**src/sv/sfsc_pkg.sv**
```systemverilog
`default_nettype none

package sfsc_pkg;

    // Header bytes that open a frame, oldest first.
    localparam logic [7:0] HDR0 = 8'h16;
    localparam logic [7:0] HDR1 = 8'h09;
    localparam logic [7:0] HDR2 = 8'h01;

    // Ten payload bytes follow the header, then one checksum byte.
    localparam int unsigned PAYLOAD_LEN = 10;
    localparam int unsigned IDX_W = 4;
    localparam logic [IDX_W-1:0] LAST_PAYLOAD_IDX = IDX_W'(PAYLOAD_LEN);

    // The window counts fresh bytes up to two.
    localparam logic [1:0] WINDOW_FULL = 2'd2;

    // Frame status codes.
    localparam logic STATUS_GOOD = 1'b0;
    localparam logic STATUS_BAD  = 1'b1;

    typedef logic [7:0] byte_t;

    // Payload bytes, entry 0 is frame byte 3.
    typedef logic [PAYLOAD_LEN-1:0][7:0] field_array_t;

    // One result word handed from the frame core to the result register.
    typedef struct packed {
        logic         status;
        field_array_t fields;
    } result_t;

endpackage

`default_nettype wire

```
**src/sv/sfsc_input_stage.sv**
```systemverilog
`default_nettype none

module sfsc_input_stage (
    input  wire  clk,
    input  wire  rst_n,
    input  wire  in_valid,
    output logic in_stall,
    input  wire  sfsc_pkg::byte_t rx_byte,
    input  wire  consume,
    output logic byte_valid,
    output sfsc_pkg::byte_t byte_data
);

    logic            valid_reg;
    logic            valid_next;
    sfsc_pkg::byte_t byte_reg;
    logic            load;

    // The register takes a new word when it is empty or its word leaves now.
    assign in_stall = valid_reg && !consume;
    assign load     = in_valid && !in_stall;

    always_comb
    begin
        if (load)
        begin
            valid_next = 1'b1;
        end
        else if (consume)
        begin
            valid_next = 1'b0;
        end
        else
        begin
            valid_next = valid_reg;
        end
    end

    always_ff @(posedge clk or negedge rst_n)
    begin
        if (!rst_n)
        begin
            valid_reg <= 1'b0;
        end
        else
        begin
            valid_reg <= valid_next;
        end
    end

    // Payload register needs no reset.
    always_ff @(posedge clk)
    begin
        if (load)
        begin
            byte_reg <= rx_byte;
        end
    end

    assign byte_valid = valid_reg;
    assign byte_data  = byte_reg;

endmodule

`default_nettype wire

```
**src/sv/sfsc_frame_core.sv**
```systemverilog
`default_nettype none

module sfsc_frame_core (
    input  wire  clk,
    input  wire  rst_n,
    input  wire  advance,
    input  wire  sfsc_pkg::byte_t byte_data,
    output logic frame_done,
    output sfsc_pkg::result_t result
);

    logic [15:0]                  sync_window_reg;
    logic [15:0]                  sync_window_next;
    logic [1:0]                   window_fill_reg;
    logic [1:0]                   window_fill_next;
    logic                         collecting_reg;
    logic                         collecting_next;
    logic [sfsc_pkg::IDX_W-1:0]   byte_index_reg;
    logic [sfsc_pkg::IDX_W-1:0]   byte_index_next;
    logic [7:0]                   sum_reg;
    logic [7:0]                   sum_next;
    sfsc_pkg::field_array_t       payload_buffer_reg;
    sfsc_pkg::field_array_t       held_fields_reg;
    sfsc_pkg::field_array_t       held_fields_next;
    logic                         header_hit;
    logic                         checksum_ok;
    logic                         store_payload;
    logic [7:0]                   expect_sum;

    // Header match over the two older window bytes and the current one.
    assign header_hit = !collecting_reg
                        && (window_fill_reg == sfsc_pkg::WINDOW_FULL)
                        && (sync_window_reg[15:8] == sfsc_pkg::HDR0)
                        && (sync_window_reg[7:0] == sfsc_pkg::HDR1)
                        && (byte_data == sfsc_pkg::HDR2);

    // The checksum byte arrives once all payload bytes are in.
    assign frame_done    = collecting_reg && (byte_index_reg == sfsc_pkg::LAST_PAYLOAD_IDX);
    assign store_payload = collecting_reg && !frame_done;
    assign expect_sum    = 8'd0 - sum_reg;
    assign checksum_ok   = (expect_sum == byte_data);

    // Next state of the hunt and collect control.
    always_comb
    begin
        sync_window_next = sync_window_reg;
        window_fill_next = window_fill_reg;
        collecting_next  = collecting_reg;
        byte_index_next  = byte_index_reg;
        sum_next         = sum_reg;
        held_fields_next = held_fields_reg;
        if (!collecting_reg)
        begin
            sync_window_next = {sync_window_reg[7:0], byte_data};
            if (window_fill_reg != sfsc_pkg::WINDOW_FULL)
            begin
                window_fill_next = window_fill_reg + 2'd1;
            end
            if (header_hit)
            begin
                collecting_next = 1'b1;
                byte_index_next = '0;
                sum_next        = sync_window_reg[15:8] + sync_window_reg[7:0] + byte_data;
            end
        end
        else if (!frame_done)
        begin
            sum_next        = sum_reg + byte_data;
            byte_index_next = byte_index_reg + sfsc_pkg::IDX_W'(1);
        end
        else
        begin
            if (checksum_ok)
            begin
                held_fields_next = payload_buffer_reg;
            end
            collecting_next  = 1'b0;
            byte_index_next  = '0;
            sum_next         = '0;
            window_fill_next = '0;
            sync_window_next = '0;
        end
    end

    always_ff @(posedge clk or negedge rst_n)
    begin
        if (!rst_n)
        begin
            sync_window_reg <= '0;
            window_fill_reg <= '0;
            collecting_reg  <= 1'b0;
            byte_index_reg  <= '0;
            sum_reg         <= '0;
            held_fields_reg <= '0;
        end
        else if (advance)
        begin
            sync_window_reg <= sync_window_next;
            window_fill_reg <= window_fill_next;
            collecting_reg  <= collecting_next;
            byte_index_reg  <= byte_index_next;
            sum_reg         <= sum_next;
            held_fields_reg <= held_fields_next;
        end
    end

    // Frame payload buffer, written one byte per collected word.
    always_ff @(posedge clk)
    begin
        if (advance && store_payload)
        begin
            payload_buffer_reg[byte_index_reg] <= byte_data;
        end
    end

    // Result shows the held fields as they stand after this frame.
    assign result.status = checksum_ok ? sfsc_pkg::STATUS_GOOD : sfsc_pkg::STATUS_BAD;
    assign result.fields = held_fields_next;

    // The index never passes the checksum position.
    a_index_range: assert property (@(posedge clk) disable iff (!rst_n)
        byte_index_reg <= sfsc_pkg::LAST_PAYLOAD_IDX)
        else $error("byte index out of range");

    // While hunting, the index and the running sum stay cleared.
    a_hunt_clear: assert property (@(posedge clk) disable iff (!rst_n)
        !collecting_reg |-> (byte_index_reg == '0) && (sum_reg == '0))
        else $error("index or sum not cleared while hunting");

    // A finished frame empties the window and returns to hunting.
    a_frame_end: assert property (@(posedge clk) disable iff (!rst_n)
        advance && frame_done |=> !collecting_reg && (window_fill_reg == '0))
        else $error("frame end did not restart the hunt");

    // A header match starts collecting.
    a_header_start: assert property (@(posedge clk) disable iff (!rst_n)
        advance && header_hit |=> collecting_reg && (byte_index_reg == '0))
        else $error("header match did not start collecting");

endmodule

`default_nettype wire

```
**src/sv/sfsc_result_reg.sv**
```systemverilog
`default_nettype none

module sfsc_result_reg (
    input  wire  clk,
    input  wire  rst_n,
    input  wire  load,
    input  wire  sfsc_pkg::result_t result,
    output logic can_load,
    output logic out_valid,
    input  wire  out_stall,
    output sfsc_pkg::result_t out_result
);

    logic              valid_reg;
    logic              valid_next;
    sfsc_pkg::result_t result_reg;

    // Space exists when empty or when the waiting word is taken now.
    assign can_load = !valid_reg || !out_stall;

    always_comb
    begin
        if (load)
        begin
            valid_next = 1'b1;
        end
        else if (!out_stall)
        begin
            valid_next = 1'b0;
        end
        else
        begin
            valid_next = valid_reg;
        end
    end

    always_ff @(posedge clk or negedge rst_n)
    begin
        if (!rst_n)
        begin
            valid_reg <= 1'b0;
        end
        else
        begin
            valid_reg <= valid_next;
        end
    end

    always_ff @(posedge clk)
    begin
        if (load)
        begin
            result_reg <= result;
        end
    end

    assign out_valid  = valid_reg;
    assign out_result = result_reg;

endmodule

`default_nettype wire

```
**src/sv/sensor_frame_sync_checksum_parser.sv**
```systemverilog
`default_nettype none

// Channel   Handshake              Payload
// input     in_valid / in_stall    rx_byte (8 bits)
// output    out_valid / out_stall  frame_status, oxygen_level, supply_gear ... sensitivity
//
// A checksum byte's result word is registered in turn: the byte is accepted
// into the input register, the frame core works on it while it sits there, and
// the result register takes the word when the byte moves on.
// A new byte is accepted every cycle while in_stall is low; only the checksum byte makes a result.
// Reset clears the hunt state and zeroes the held fields.
// in_stall rises only when the checksum byte waits on a stalled result word.

module sensor_frame_sync_checksum_parser (
    input  wire         clk,
    input  wire         rst_n,
    input  wire         in_valid,
    output logic        in_stall,
    input  wire  [7:0]  rx_byte,
    output logic        out_valid,
    input  wire         out_stall,
    output logic        frame_status,
    output logic [15:0] oxygen_level,
    output logic [7:0]  supply_gear,
    output logic [7:0]  supply_mode,
    output logic [7:0]  flow_rate,
    output logic [7:0]  temperature,
    output logic [7:0]  breath_sign,
    output logic [7:0]  breath_rate,
    output logic [7:0]  auto_calibration,
    output logic [7:0]  sensitivity
);

    logic              byte_valid;
    sfsc_pkg::byte_t   byte_data;
    logic              advance;
    logic              frame_done;
    logic              can_load;
    sfsc_pkg::result_t core_result;
    sfsc_pkg::result_t out_result;

    sfsc_input_stage u_input (
        .clk        (clk),
        .rst_n      (rst_n),
        .in_valid   (in_valid),
        .in_stall   (in_stall),
        .rx_byte    (rx_byte),
        .consume    (advance),
        .byte_valid (byte_valid),
        .byte_data  (byte_data)
    );

    // A word moves on unless it ends a frame and the result register is full.
    assign advance = byte_valid && (!frame_done || can_load);

    sfsc_frame_core u_core (
        .clk        (clk),
        .rst_n      (rst_n),
        .advance    (advance),
        .byte_data  (byte_data),
        .frame_done (frame_done),
        .result     (core_result)
    );

    sfsc_result_reg u_result (
        .clk        (clk),
        .rst_n      (rst_n),
        .load       (advance && frame_done),
        .result     (core_result),
        .can_load   (can_load),
        .out_valid  (out_valid),
        .out_stall  (out_stall),
        .out_result (out_result)
    );

    // Field unpacking, entry 0 is frame byte 3.
    assign frame_status     = out_result.status;
    assign oxygen_level     = {out_result.fields[0], out_result.fields[1]};
    assign supply_gear      = out_result.fields[2];
    assign supply_mode      = out_result.fields[3];
    assign flow_rate        = out_result.fields[4];
    assign temperature      = out_result.fields[5];
    assign breath_sign      = out_result.fields[6];
    assign breath_rate      = out_result.fields[7];
    assign auto_calibration = out_result.fields[8];
    assign sensitivity      = out_result.fields[9];

endmodule

`default_nettype wire
```
**config.mk**
```make
export PLATFORM = sky130hd
export DESIGN_NAME = sensor_frame_sync_checksum_parser
export DESIGN_NICKNAME = d
export VERILOG_FILES = /design/src/sv/sfsc_pkg.sv /design/src/sv/sfsc_input_stage.sv /design/src/sv/sfsc_frame_core.sv /design/src/sv/sfsc_result_reg.sv /design/src/sv/sensor_frame_sync_checksum_parser.sv
export SDC_FILE = /design/constraint.sdc
export NUM_CORES = 1
export LEC_CHECK = 0
export BUFFER_PORTS_ARGS = -buffer_cell sky130_fd_sc_hd__buf_2
export CAP_MARGIN = 15
export CORE_UTILIZATION = 55
export DETAILED_ROUTE_END_ITERATION = 8
export PLACE_DENSITY = 0.72
export SLEW_MARGIN = 0
export SYNTH_ARGS = -nofsm -noshare
export SYNTH_HDL_FRONTEND = slang
export SYNTH_SLANG_ARGS = --single-unit
```
**constraint.sdc**
```tcl
create_clock -name clk -period 8.9 [get_ports clk]
set_clock_uncertainty 0.1 [all_clocks]
set_input_delay 0.445 -clock clk [delete_from_list [all_inputs] [get_ports clk]]
set_output_delay 0.445 -clock clk [all_outputs]
set_load 0.03 [all_outputs]
```
### After elaboration in Yosys (flattened, before gate mapping)

Index checks and enable logic that the tools add are counted.

* output and inout bits: 83
* flip-flop bits (word level): 282
* bits of input ports: 12

* order comparisons: 2
* muxes and demuxes: 25
* equal/unequal tests: 9
* add/subtract/negate cells: 6
* reductions and logical operators: 26

Operators by type and width (number)
* two-way mux 80 bit: 3
* bitwise mux 80 bit: 1
* demux 8 bit (select 4 bit): 1
* two-way mux 16 bit: 2
* two-way mux 8 bit: 4
* adder 8 bit: 3
* logical AND 1 bit: 12
* two-way mux 4 bit: 3
* == test 8 x 1 -> 1 bit (second input constant): 1
* == test 8 x 4 -> 1 bit (second input constant): 1
* == test 8 x 5 -> 1 bit (second input constant): 1
* == test 8 bit: 1
* two-way mux 1 bit: 8
* subtractor 1 x 8 -> 8 bit (first input constant): 1
* zero test 1 bit: 6
* two-way mux 2 bit: 3
* nonzero test 2 bit: 3
* less-than comparator 4 x 5 -> 1 bit (second input constant): 1
* adder 4 x 1 -> 4 bit (second input constant): 1
* == test 4 bit (second input constant): 1
* greater-or-equal comparator 4 x 1 -> 1 bit (second input constant): 1
* != test 2 bit (second input constant): 2
* AND reduction 2 bit: 2
* AND reduction 3 bit: 1
* 4 further kinds: 5

### Longest topological paths before layout

* word-level depth: 10
* mapped depth: 11

### Modules after synthesis

Synthesis repeated with hierarchy kept, for this count alone.

* cells, all modules: 689
* area, all modules: 11476.0 um^2

By module, submodules not included
* sfsc_frame_core: sequential area each 5180.0 um^2, area each 8690.8 um^2, cells an instance 589, instances 1
* sfsc_result_reg: sequential area each 2457.4 um^2, area each 2468.6 um^2, cells an instance 84, instances 1
* sfsc_input_stage: sequential area each 265.3 um^2, area each 297.8 um^2, cells an instance 13, instances 1
* sensor_frame_sync_checksum_parser: sequential area each 0.0 um^2, area each 18.8 um^2, cells an instance 3, instances 1

### Least setup slack after synthesis

Ideal clock, no wire load.

* kind: flip-flop to flip-flop
* start: reg u_core.byte_index_reg[0] (netlist bit)
* end: reg u_result.result_reg (netlist bit u_result.out_result[0]) (enable)
* buffers on the path: 0
* data required time: 8.365 ns
* cell stages (with the launch flop): 6
* path slack: 5.265 ns
* arrival time: 3.101 ns
* setup time: 0.435 ns
* cell sequence: dfrtp_1 inv_1 ha_1 nand3_1 or3b_2 inv_1

* word-level cells in the longest chain between the ends: 6

RTL lines
* start, declared: line sfsc_frame_core.sv:18 `logic [sfsc_pkg::IDX_W-1:0] byte_index_reg;`
* start signal, assigned: line sfsc_frame_core.sv:101 `byte_index_reg <= byte_index_next;`
* == test 4 bit (*): line sfsc_frame_core.sv:38 `assign frame_done = collecting_reg && (byte_index_reg == sfsc_pkg::LAST_PAYLOAD_IDX);`
* logical AND 1 bit (*): line sfsc_frame_core.sv:38
* zero test 1 bit: line sensor_frame_sync_checksum_parser.sv:54 `assign advance = byte_valid && (!frame_done || can_load);`
* logical OR 1 bit: line sensor_frame_sync_checksum_parser.sv:54
* logical AND 1 bit: line sensor_frame_sync_checksum_parser.sv:54
* logical AND 1 bit (*): line sensor_frame_sync_checksum_parser.sv:68 `.load (advance && frame_done),`
* named net u_result.load: line sfsc_result_reg.sv:6 `input wire load,`
* end signal, assigned: line sfsc_result_reg.sv:53 `result_reg <= result;`
* end, declared: line sfsc_result_reg.sv:16 `sfsc_pkg::result_t result_reg;`

The timed path passes the listed nets; every way through them passes the cells marked *.
A chain may end at the register's enable or synchronous reset.

==> results.cfg <==
[synth]
netlist.area_leader.share = 0.438
ys_types = 54
ys_warn_count = 0
ys_async_sr_fraction = 0.401
synthesis.nets = 715
synth_top_area_cell = edfxtp_1
synth.ff_latch_count = 282
synthFlopType = edfxtp_1
seq_area_frac_synth = 0.683
avgSynthCellArea_um2 = 17.1
synth_area_leaders = edfxtp_1 (44%), dfrtp_1 (24%), mux2_2 (14%), ha_1 (2.1%), fa_1 (1.6%)
yosysMostFrequentCell = edfxtp_1
mappedNetlistArea_um2 = 11600
syn_inst = 675
synth_edf_count = 169
synthTopCellsByCount = edfxtp_1 (169), mux2_2 (144), dfrtp_1 (113), ha_1 (19), a22o_1 (17)

[power]
ir_drop_uv = 169
leakage_nw = 5.32
power_density_nw_per_um2 = 210

[routing]
vias = 6216
drt-pass1-iter-count = 4
vias_per_cell = 5.71
ant_nets = 0
drcViolationCount = 0
first_iter_violations = 339
routedWlPerCell_um = 20.3
wirelength_um = 22000

[grt]
grt_pass1_wl_um = 35100
grt_max_degree = 78
grt_usage = 0.209
grt_pass1_vias = 6598
grt.overflow.total = 0
antenna_found_initial = 0

[cts]
cts_buffers = 29
cts_root_buffer = clkbuf_16
clk_latency_ns = 0.53
clockBufferDepth = 3
cts_tree = built
cts_sinks = 282
htreeDepth = 1
cts_hold_buffers = 9
ctsResizeCount = 0
clk_pin_slew_ns = 0.06
postCtsSetupRepairBufs = 0

[die]
start_util = 0.567
die_width_um = 147
num_rows = 52
die_h_um = 147
die_area_um2 = 21600
fp.coreArea_um2 = 20400
ioPinCount = 95

[final_layout]
nNetsFinal = 836
final_area_um2 = 13300
nFillCells = 1421
diodes = 0
syn_to_final_growth_pct = 15.1
drive_gt1_frac = 0.375
largest_reg_flops = 81
utilization = 0.652

[timing]
rsz0062_at_grt = false
fin_hold_ws_ns = 0.0216
fin_crit_ns = 4.15
fin_tns_setup_ns = 0
maxSlewHeadroom = 0.245
finalHoldViolations = 0
setup_violations = 0
layout_setup_ws_ns = 4.75
finalCritPeriodShare = 0.466
tightest_slew_ns = 1.13
clock.fmax_mhz = 241
drv_slew = 0

[setup_path]
critPathMaxFanout = 69
arrival_ns = 4.33
slowest_stage = edfxtp_1
worstPathRequired_ns = 9.08
crit_type = flip-flop to flip-flop
max_stage_delay_ns = 0.96
crit_path_end_kind = flip-flop
start_kind = flip-flop
path_cells = xnor2_1 > a211oi_1 > nor3_1 > or4b_1 > nor2_8 > buf_4 > mux2_2

[job]
max-cap-violations = 0

[placement]
routabilityCongestion = 0.842
place_area_um2 = 12200
dp_slack_ns = 4.77
port-buffer-count = 94
hpwl_um = 13400

[status]
status = finished, final reports clean

[min_path]
hp-class = primary input to flip-flop
-- layer usage --
layer / part of all wire / GRT usage
met1: 0.43 / 0.278
met2: 0.51 / 0.361
met3: 0.037 / 0.0289
met4: 0.019 / 0.0598
met5: 0 / 0
-- cells in the final DEF (no fill, tap or decap), types with 5 or more instances in the layout --
cell / n
edfxtp_1: 169
mux2_2: 144
dfrtp_1: 113
buf_2: 93
clkbuf_16: 29
ha_1: 19
a22o_1: 17
inv_1: 14
nor2_1: 13
xnor2_1: 13
nand2_1: 12
o21ai_0: 11
buf_4: 11
xor2_1: 10
mux2_4: 10
a21oi_1: 10
clkbuf_1: 10
and2_1: 9
fa_1: 9
dlygate4sd3_1: 9
nor3_1: 7
nand3_1: 6
mux2_1: 6
a211oi_1: 5
-- kinds of logic after synthesis --
kind of cell	after synthesis	share of synthesized area
DFF	282	0.683
muxes	161	0.160
and+or+nand+nor	76	0.0398
AOI/OAI and AO/OA	66	0.0411
buffers and inverters	39	0.0231
adders and majority gates	28	0.0361
xor gates and xnor gates	23	0.0174
-- through the flow --
| stage | total power [mW] | std cells |
|---|---|---|
| floorplan | 1.55 | 675 |
| global placement | 1.61 | 1024 |
| detailed placement | 1.61 | 1024 |
| CTS | 2.81 | 1086 |
| global route | 2.88 | 1088 |
| finish | 2.79 | 1088 |
-- power breakdown --
group	internal [mW]	switching, mW	leakage (nW)
logic	0.0723	0.0935	1.97
clock network	0.722	0.478	0.463
registers	1.40	0.0229	2.89
total	2.20	0.595	5.32
-- critical path, delay by kind of cell (launching register included) --
family / cells / cell delay, ns
AOI/OAI and AO/OA: 1 / 0.27
xor gates and xnor gates: 1 / 0.19
buffers and inverters: 1 / 0.77
DFF: 1 / 0.96
muxes: 1 / 0.43
and+or+nand+nor: 3 / 1.07
-- layout make-up --
class / instances / area (um2) / area share
Clock buffer: 43 / 818 / 0.0614
Clock inverter: 10 / 134 / 0.0100
Inverter: 15 / 57.6 / 0.00432
Multi-Input combinational cell: 354 / 3410 / 0.256
Sequential cell: 282 / 7900 / 0.593
Tap cell: 270 / 338 / 0.0253
Timing Repair Buffer: 114 / 666 / 0.0499
-- final timing paths --
path                       depth (start not counted)                                endpoint                                  start  slack [ns]
min                                                2          u_input.byte_valid$_DFFE_PN0P_                               in_valid        0.02
max reg2reg                                        7       u_result.out_result[58]$_DFFE_PP_         u_input.byte_data[5]$_DFFE_PP_        4.75
max                                                7       u_result.out_result[58]$_DFFE_PP_         u_input.byte_data[5]$_DFFE_PP_        4.75
min in group asynchronous                          2  u_core.held_fields_reg[25]$_DFFE_PN0P_                                  rst_n        0.34
max in group asynchronous                          4  u_core.held_fields_reg[62]$_DFFE_PN0P_                                  rst_n        7.32
min reg2reg                                        1   u_core.held_fields_reg[0]$_DFFE_PN0P_  u_core.held_fields_reg[0]$_DFFE_PN0P_        0.39
Power figures use the tool's default switching activity.
